`config.mk`:
```
export PLATFORM = sky130hd
export DESIGN_NAME = srms_ctrl
export DESIGN_NICKNAME = d
export VERILOG_FILES = /design/src/hdl/srms_pkg.sv /design/src/hdl/srms_ctrl.sv
export SDC_FILE = /design/constraint.sdc
export NUM_CORES = 1
export LEC_CHECK = 0
export ABC_AREA = 1
export BUFFER_PORTS_ARGS = -buffer_cell sky130_fd_sc_hd__buf_2
export CORE_MARGIN = 8
export CORE_UTILIZATION = 49
export CTS_BUF_LIST = sky130_fd_sc_hd__clkbuf_16
export DETAILED_ROUTE_END_ITERATION = 7
export GPL_ROUTABILITY_DRIVEN = 0
export HOLD_SLACK_MARGIN = 0.08
export PLACE_DENSITY = 0.72
export SYNTH_ARGS = -nofsm -noshare
export SYNTH_HDL_FRONTEND = slang
export SYNTH_SLANG_ARGS = --single-unit
```
`constraint.sdc`:
```
create_clock -name clock -period 1.2 [get_ports clock]
set_clock_uncertainty 0.05 [all_clocks]
set_input_delay 0.24 -clock clock [delete_from_list [all_inputs] [get_ports clock]]
set_output_delay 0.24 -clock clock [all_outputs]
set_load 0.02 [all_outputs]
```
`src/hdl/srms_pkg.sv`:
```
`timescale 1ns / 1ps

package srms_pkg;

   // Signal format: Q8.24 signed, saturating.
   localparam int SIG_W     = 32;
   localparam int FRAC_BITS = 24;
   localparam int LOG_W     = 40;

   // Configuration register indexes.
   localparam logic [1:0] CSR_MEAN_REV = 2'd0;
   localparam logic [1:0] CSR_VOL      = 2'd1;
   localparam logic [1:0] CSR_DT       = 2'd2;
   localparam logic [1:0] CSR_DT_ROOT  = 2'd3;

   localparam logic [30:0] DT_RESET  = 31'h0100_0000;
   localparam logic [31:0] ONE_Q30   = 32'h4000_0000;
   localparam logic [30:0] LOG2E_Q30 = 31'd1549082005;

   // Exponential polynomial coefficients, Q2.30.
   localparam logic [31:0] EXP_C1 = 32'd744261118;
   localparam logic [31:0] EXP_C2 = 32'd257941248;
   localparam logic [31:0] EXP_C3 = 32'd59597083;
   localparam logic [31:0] EXP_C4 = 32'd10327387;
   localparam logic [31:0] EXP_C5 = 32'd1431680;

   // Selects for the three exponentials.
   localparam logic [1:0] EXP_DISC_P  = 2'd0;
   localparam logic [1:0] EXP_DISC_Q  = 2'd1;
   localparam logic [1:0] EXP_DENSITY = 2'd2;

   localparam logic [2:0] HORNER_LAST = 3'd4;

   // Datapath steps issued by the controller.
   typedef enum logic [4:0] {
      ST_NOP,
      ST_M_DW,
      ST_M_LDT,
      ST_M_SL,
      ST_M_ARP,
      ST_M_ARQ,
      ST_M_SDW,
      ST_M_LL,
      ST_M_LDW,
      ST_M_LLDT,
      ST_M_DPT,
      ST_M_DQT,
      ST_M_SDWQ,
      ST_RATES,
      ST_SUMS,
      ST_M_ARGP,
      ST_M_ARGQ,
      ST_POST_ARGQ,
      ST_E_LOG,
      ST_E_FRAC,
      ST_E_MUL,
      ST_E_ADD,
      ST_E_MANT,
      ST_E_SHIFT
   } step_type;

   typedef struct packed {
      step_type   step;
      logic [2:0] horner;
      logic [1:0] exp_sel;
      logic       load_in;
      logic       load_out;
   } cmd_type;

   // Sign extension of a signal to the working width.
   function automatic logic signed [41:0] sext42(input logic signed [31:0] v);
      return {{10{v[31]}}, v};
   endfunction

   // Saturation to the signed signal width.
   function automatic logic signed [31:0] sat_sig(input logic signed [41:0] v);
      logic signed [41:0] hi;
      logic signed [41:0] lo;
      hi = 42'sh0007FFFFFFF;
      lo = -42'sh00080000000;
      if (v > hi) begin
         return 32'sh7FFF_FFFF;
      end else if (v < lo) begin
         return 32'sh8000_0000;
      end
      return v[31:0];
   endfunction

   // Horner coefficients after the leading one, highest order first.
   function automatic logic [31:0] horner_coef(input logic [2:0] h);
      case (h)
         3'd0:    return EXP_C4;
         3'd1:    return EXP_C3;
         3'd2:    return EXP_C2;
         3'd3:    return EXP_C1;
         default: return ONE_Q30;
      endcase
   endfunction

endpackage

```
`src/hdl/srms_ctrl.sv`:
```
`timescale 1ns / 1ps

module srms_ctrl import srms_pkg::*; (
   input  logic    clock,
   input  logic    reset,
   input  logic    req_tvalid,
   output logic    req_tready,
   output logic    rsp_tvalid,
   input  logic    rsp_tready,
   output cmd_type cmd
);

   typedef enum logic [1:0] {
      S_IDLE,
      S_RUN,
      S_DONE
   } state_type;

   state_type  state_ff;
   step_type   step_ff;
   logic [2:0] horner_ff;
   logic [1:0] exp_ff;
   logic       rsp_valid_ff;
   logic       accept;
   logic       out_free;

   assign req_tready = (state_ff == S_IDLE);
   assign rsp_tvalid = rsp_valid_ff;
   assign accept     = req_tvalid && req_tready;
   assign out_free   = !rsp_valid_ff || rsp_tready;

   // Commands to the datapath.
   always_comb begin
      cmd.step     = (state_ff == S_RUN) ? step_ff : ST_NOP;
      cmd.horner   = horner_ff;
      cmd.exp_sel  = exp_ff;
      cmd.load_in  = accept;
      cmd.load_out = (state_ff == S_DONE) && out_free;
   end

   // Sequencer and output valid.
   always_ff @(posedge clock) begin
      if (reset) begin
         state_ff     <= S_IDLE;
         step_ff      <= ST_NOP;
         horner_ff    <= '0;
         exp_ff       <= EXP_DISC_P;
         rsp_valid_ff <= 1'b0;
      end else begin
         if ((state_ff == S_DONE) && out_free) begin
            rsp_valid_ff <= 1'b1;
         end else if (rsp_valid_ff && rsp_tready) begin
            rsp_valid_ff <= 1'b0;
         end
         case (state_ff)
            S_IDLE: begin
               if (accept) begin
                  state_ff  <= S_RUN;
                  step_ff   <= ST_M_DW;
                  horner_ff <= '0;
                  exp_ff    <= EXP_DISC_P;
               end
            end
            S_RUN: begin
               case (step_ff)
                  ST_M_DW:      step_ff <= ST_M_LDT;
                  ST_M_LDT:     step_ff <= ST_M_SL;
                  ST_M_SL:      step_ff <= ST_M_ARP;
                  ST_M_ARP:     step_ff <= ST_M_ARQ;
                  ST_M_ARQ:     step_ff <= ST_M_SDW;
                  ST_M_SDW:     step_ff <= ST_M_LL;
                  ST_M_LL:      step_ff <= ST_M_LDW;
                  ST_M_LDW:     step_ff <= ST_M_LLDT;
                  ST_M_LLDT:    step_ff <= ST_M_DPT;
                  ST_M_DPT:     step_ff <= ST_M_DQT;
                  ST_M_DQT:     step_ff <= ST_M_SDWQ;
                  ST_M_SDWQ:    step_ff <= ST_RATES;
                  ST_RATES:     step_ff <= ST_SUMS;
                  ST_SUMS:      step_ff <= ST_M_ARGP;
                  ST_M_ARGP:    step_ff <= ST_M_ARGQ;
                  ST_M_ARGQ:    step_ff <= ST_POST_ARGQ;
                  ST_POST_ARGQ: step_ff <= ST_E_LOG;
                  ST_E_LOG:     step_ff <= ST_E_FRAC;
                  ST_E_FRAC: begin
                     step_ff   <= ST_E_MUL;
                     horner_ff <= '0;
                  end
                  ST_E_MUL:     step_ff <= ST_E_ADD;
                  ST_E_ADD: begin
                     if (horner_ff == HORNER_LAST) begin
                        step_ff <= ST_E_MANT;
                     end else begin
                        step_ff   <= ST_E_MUL;
                        horner_ff <= horner_ff + 3'd1;
                     end
                  end
                  ST_E_MANT:    step_ff <= ST_E_SHIFT;
                  ST_E_SHIFT: begin
                     if (exp_ff == EXP_DENSITY) begin
                        step_ff  <= ST_NOP;
                        state_ff <= S_DONE;
                     end else begin
                        step_ff <= ST_E_LOG;
                        exp_ff  <= exp_ff + 2'd1;
                     end
                  end
                  default:      step_ff <= ST_NOP;
               endcase
            end
            S_DONE: begin
               if (out_free) begin
                  state_ff <= S_IDLE;
               end
            end
            default: state_ff <= S_IDLE;
         endcase
      end
   end

   // An accepted item always starts the sequence at its first multiply.
   a_start: assert property (@(posedge clock) disable iff (reset)
      accept |=> (cmd.step == ST_M_DW))
      else $error("sequence did not start after an accepted item");

   // A new result is loaded only when the output register is free.
   a_load_free: assert property (@(posedge clock) disable iff (reset)
      cmd.load_out |-> (!rsp_valid_ff || rsp_tready))
      else $error("result loaded over an untaken result");

   a_load_valid: assert property (@(posedge clock) disable iff (reset)
      cmd.load_out |=> rsp_tvalid)
      else $error("loaded result not presented");

   // Only three exponentials exist.
   a_exp_range: assert property (@(posedge clock) disable iff (reset)
      exp_ff <= EXP_DENSITY)
      else $error("exponential select out of range");

endmodule

```
### Yosys cells after proc, flatten, opt, wreduce, memory -nomap -nowiden

Index checks and enable logic that the tools add are counted.

* multiply operators: 0
* bitwise operators: 0
* mux-type cells: 21
* $add $sub $neg: 2
* magnitude comparators: 0
* reductions and logical operators: 12
* shift operators: 0
* div/mod/pow operators: 0
* equal/unequal tests: 34

Operators with widths (count)
* case mux 5 bit (23 select lines): 1
* == test 5 x 4 -> 1 bit (second input constant): 8
* == test 5 bit (second input constant): 8
* == test 5 x 3 -> 1 bit (second input constant): 4
* two-way mux 2 bit: 8
* two-way mux 5 bit: 3
* case mux 3 bit (2 select lines): 2
* AND reduction 4 bit: 3
* == test 5 x 2 -> 1 bit (second input constant): 2
* case mux 5 bit (2 select lines): 1
* two-way mux 3 bit: 2
* != test 2 x 1 -> 1 bit (second input constant): 3
* case mux 2 bit (3 select lines): 1
* == test 5 x 1 -> 1 bit (second input constant): 1
* == test 2 bit (second input constant): 2
* != test 2 bit (second input constant): 2
* case mux 2 bit (2 select lines): 1
* nonzero test 2 bit: 2
* adder 3 x 1 -> 3 bit (second input constant): 1
* == test 3 bit (second input constant): 1
* logical AND 1 bit: 3
* != test 3 x 1 -> 1 bit (second input constant): 1
* != test 3 bit (second input constant): 1
* adder 2 x 1 -> 2 bit (second input constant): 1
* 6 further kinds: 7

* output and inout port bits: 14
* register bits after elaboration: 13
* memory bits (read-only): 0
* word-level logic and storage cells: 74
* latch bits: 0
* memories: 0
* memory bits (writable): 0
* input port bits: 4

### Depth between registers and ports, before layout

* depth in word-level cells: 4
* depth in mapped cells: 9
* mapped depth without buffers: 9

### Worst setup path before layout

No wires, ideal clock.

* path type: reg-to-output
* start point: register state_ff[1]
* end point: output port cmd[1] (netlist bit)
* required time: 0.910 ns
* cell stages (with the launch flop): 5
* data arrival time: 1.131 ns
* slack: -0.221 ns
* buffers on the path: 1
* cells stage by stage: dfxtp_1 > nor2_1 > nand2_1 > inv_1 > buf_4

* longest elaborated chain between the ends: 2

RTL lines
* start: declaration: RTL line srms_ctrl.sv:19 `state_type state_ff;`
* start signal: assignment: RTL line srms_ctrl.sv:44 `state_ff <= S_IDLE;`
* start signal: assignment: RTL line srms_ctrl.sv:58 `state_ff <= S_RUN;`
* start signal: assignment: RTL line srms_ctrl.sv:101 `state_ff <= S_DONE;`
* zero test 2 bit: RTL line srms_ctrl.sv:27 `assign req_tready = (state_ff == S_IDLE);`
* via req_tready: RTL line srms_ctrl.sv:7 `output logic req_tready,`
* logical AND 1 bit: RTL line srms_ctrl.sv:29 `assign accept = req_tvalid && req_tready;`
* end: declaration: RTL line srms_ctrl.sv:10 `output cmd_type cmd`

The timed path passes the listed nets, and every way through them passes these cells.

### Worst setup path in the final report

* start point: register exp_ff[0]
* end point: register exp_ff[1]

* longest elaborated chain between the ends: 4
* elaborated cells between the ends (all ways): 7
* those cells by class: add/sub: 1; eq/ne: 2; mux: 3; reduce/logical: 1

RTL lines
* start: declaration: RTL line srms_ctrl.sv:22 `logic [1:0] exp_ff;`
* start signal: assignment: RTL line srms_ctrl.sv:104 `exp_ff <= exp_ff + 2'd1;`
* adder 2 x 1 -> 2 bit: RTL line srms_ctrl.sv:104
* two-way mux 2 bit: RTL line srms_ctrl.sv:99 `if (exp_ff == EXP_DENSITY) begin`
* two-way mux 2 bit: RTL line srms_ctrl.sv:65 `case (step_ff)`
* case mux 2 bit (2 select lines): RTL line srms_ctrl.sv:55 `case (state_ff)`

Several ways; a longest one is shown, not always the timed one. The select of a mux whose other input is x is not followed.
A chain may end at the register's enable or synchronous reset.

==> flow_metrics.py <==
metrics = {
    "finish": {
        "drive_gt1_share_pct": 63.24,
        "stdcell_count": 231,
        "syn_to_final_growth_pct": 80.91,
        "nFillCells": 60,
        "finish.utilization_pct": 93.69,
        "n_antenna_cell": 0,
        "final_cell_area_mm2": 0.001838,
        "nets": 212,
    },
    "place": {
        "io_buffers": 17,
        "dp_cells": 214,
        "postPlaceCellArea_mm2": 0.001294,
        "place_ws_ps": -53.37,
        "hpwl_mm": 2.048,
    },
    "floorplanning": {
        "die_y_um": 61.54,
        "ioPinCount": 18,
        "start_util_pct": 51.79,
        "core_mm2": 0.001962,
        "die_w_um": 61.54,
        "placementRows": 16,
        "fp.dieArea_mm2": 0.003787,
    },
    "synth": {
        "yosys_warnings": 0,
        "postSynthCellCount": 154,
        "synth_nets": 161,
        "synth_top_cells_by_area": "dfxtp_1, nand2_1, nor2_1",
        "synth_ff_type": "dfxtp_1",
        "synth_seq_cells": 13,
        "yosys.area.top_type_share_pct": 25.62,
        "synth_top_cells_by_count": "nand2_1, nor2_1, inv_1",
        "ys_types": 27,
        "synth_edf_count": 0,
        "synth_top_area_cell": "dfxtp_1",
        "synth_area_per_cell_um2": 6.597,
        "async_flop_share_pct": 0,
        "seq_area_frac_synth_pct": 25.62,
        "syn_area_mm2": 0.001016,
        "yosysMostFrequentCell": "nand2_1",
    },
    "critical_path": {
        "worstSetupPathType": "reg2reg",
        "cpMaxStageDelayCell": "dfxtp_4",
        "critical_path.max_stage_delay_ps": 340,
        "path_depth": 6,
        "cp_top_family": "compound AO/OA/AOI/OAI gates",
        "cp.required_ps": 1320,
        "path_cells": "inv_1 > ha_1 > nor2_4 > o211ai_1 > nand2_1 > a21oi_2",
        "cp-end-kind": "flip-flop",
        "path_max_fanout": 3,
        "critical_path_buf_inv_count": 1,
        "worstSetupStartpointType": "flip-flop",
        "r2r_cells": 6,
        "arrival_ps": 1550,
    },
    "global_routing": {
        "grt_usage_pct": 20.42,
        "grt_pass1_vias": 1314,
        "grt_max_degree": 14,
        "grt_overflow": 0,
        "grt_pass1_wl_mm": 5.727,
        "antenna_found_initial": 0,
    },
    "timing": {
        "tightest_slew_ps": 339.4,
        "fmaxAchievable_mhz": 700.4,
        "setup_viol": 20,
        "post-route-period-util_pct": 119.0,
        "fin_crit_ps": 1428,
        "finalHoldViolCount": 0,
        "whs_ps": 258.2,
        "maxSlewViolCount": 0,
        "tns_ps": -3402,
        "timing.final.ws_setup_ps": -227.8,
        "slew_headroom_pct": 77.35,
        "rsz0062_at_grt": "yes",
    },
    "drt": {
        "wl_per_cell_um": 20.90,
        "num_vias": 1408,
        "drt_wl_total_mm": 4.827,
        "vias_per_cell": 6.095,
        "drtAntennaViolNets": 0,
        "drc": 0,
        "firstDrtPassIters": 5,
        "drt-initial-drc-count": 89,
    },
    "clocking": {
        "htreeDepth": 1,
        "ctsLongestPathBuffers": 2,
        "clock_latency_ps": 240,
        "tritoncts": "done",
        "numCtsBuffers": 3,
        "path_clk_slew_ps": 50,
        "cts.sinks": 13,
        "root_buffer": "clkbuf_16",
    },
    "power": {
        "irDropWorstVdd_mv": 1.061,
        "powerDensity_mw_per_mm2": 862.9,
        "leakage_nw": 0.8069,
        "p_total_mw": 1.586,
    },
    "worst_hold_path": {
        "hp-class": "in2reg",
        "whs_path_depth": 4,
    },
    "run_status": {
        "violations": "negative setup slack",
        "outcome": "finished with violations",
    },
    "flow_run": {
        "cap_viol_max_count": 0,
    },
}
[registers in the layout, indices dropped and copies added (netlist names)]
name and count:
step_ff 5, rsp_tvalid 1, state_ff 2, horner_ff 3
exp_ff 2
[routing by layer]
layer  up-vias  GRT usage (%)  share of wire [%]
met2       113          38.11                 48
li1        605              -                  -
met3        35          4.175                8.9
met5         -              0                  0
met4         0          9.740                5.8
met1       655          20.90                 37
[cells by family after synthesis]
family | count (synthesis) | share of synthesized area (%)
AO/OA/AOI/OAI | 21 | 11.82
adder cells (fa/ha/maj) | 3 | 3.695
buffers and inverters | 30 | 14.78
flip-flops | 13 | 25.62
AND/OR/NAND/NOR | 87 | 44.09
[final timing paths]
| path | slack (ps) | end | from |
|---|---|---|---|
| setup reg to reg | -230 | exp_ff[1] | exp_ff[0] |
| setup / recovery | -230 | exp_ff[1] | exp_ff[0] |
| hold / removal | 260 | rsp_tvalid | rsp_tready |
| hold reg to reg | 450 | exp_ff[1] | exp_ff[1] |
[what timing repair did]
| item | in CTS | in global routing |
|---|---|---|
| setup buffers | 9 | 4 |
| endpoints found under the setup margin | 19 | 20 |
| pin swaps | 21 | 18 |
| hold buffers | 0 | 0 |
| endpoints found under the hold margin | 0 | 0 |
| resized for setup | 70 | 37 |
[worst register-to-register path, delay by kind of cell (launching register included)]
kind	cells	cell delay, ps
buf+inv	1	100
fa+ha+maj	1	300
simple gates	2	200
flops	1	340
compound gates	2	370
[power by group]
| group | leakage (nW) | switching [mW] | total (mW) | internal [mW] |
|---|---|---|---|---|
| clock network | 0.0423 | 0.197 | 0.638 | 0.441 |
| registers | 0.112 | 0.0231 | 0.467 | 0.444 |
| logic | 0.652 | 0.275 | 0.481 | 0.206 |
| total | 0.807 | 0.495 | 1.59 | 1.09 |
[cell type report]
cell class                      instances  area [um^2]  area share [%]
Multi-Input combinational cell        111        860.8           46.83
Timing Repair Buffer                   50        440.4           23.96
Sequential cell                        13        289.0           15.72
Inverter                               26        135.1           7.352
Clock buffer                            3        75.07           4.084
Tap cell                               27        33.78           1.838
Clock inverter                          1        3.754          0.2042
[cells in the final DEF, fill, tap and decap left out, types with 4 or more instances in the layout]
cell type  synthesis  final
buf_2              0      9
inv_1             20     13
buf_4              2     21
nand3_1           10      6
a21oi_2            0      5
dfxtp_2            0      5
nand2_4            3      5
nor2_4             0     13
buf_6              2     18
nor2_1            27     12
inv_4              0      5
nand3_2            2      4
a21oi_1           10      5
inv_2              4      5
nand3_4            2      4
nand4_1            5      5
nand2_2            4      6
dfxtp_4            0      6
nand2_1           28     22
(Power assumes the default switching activity.)
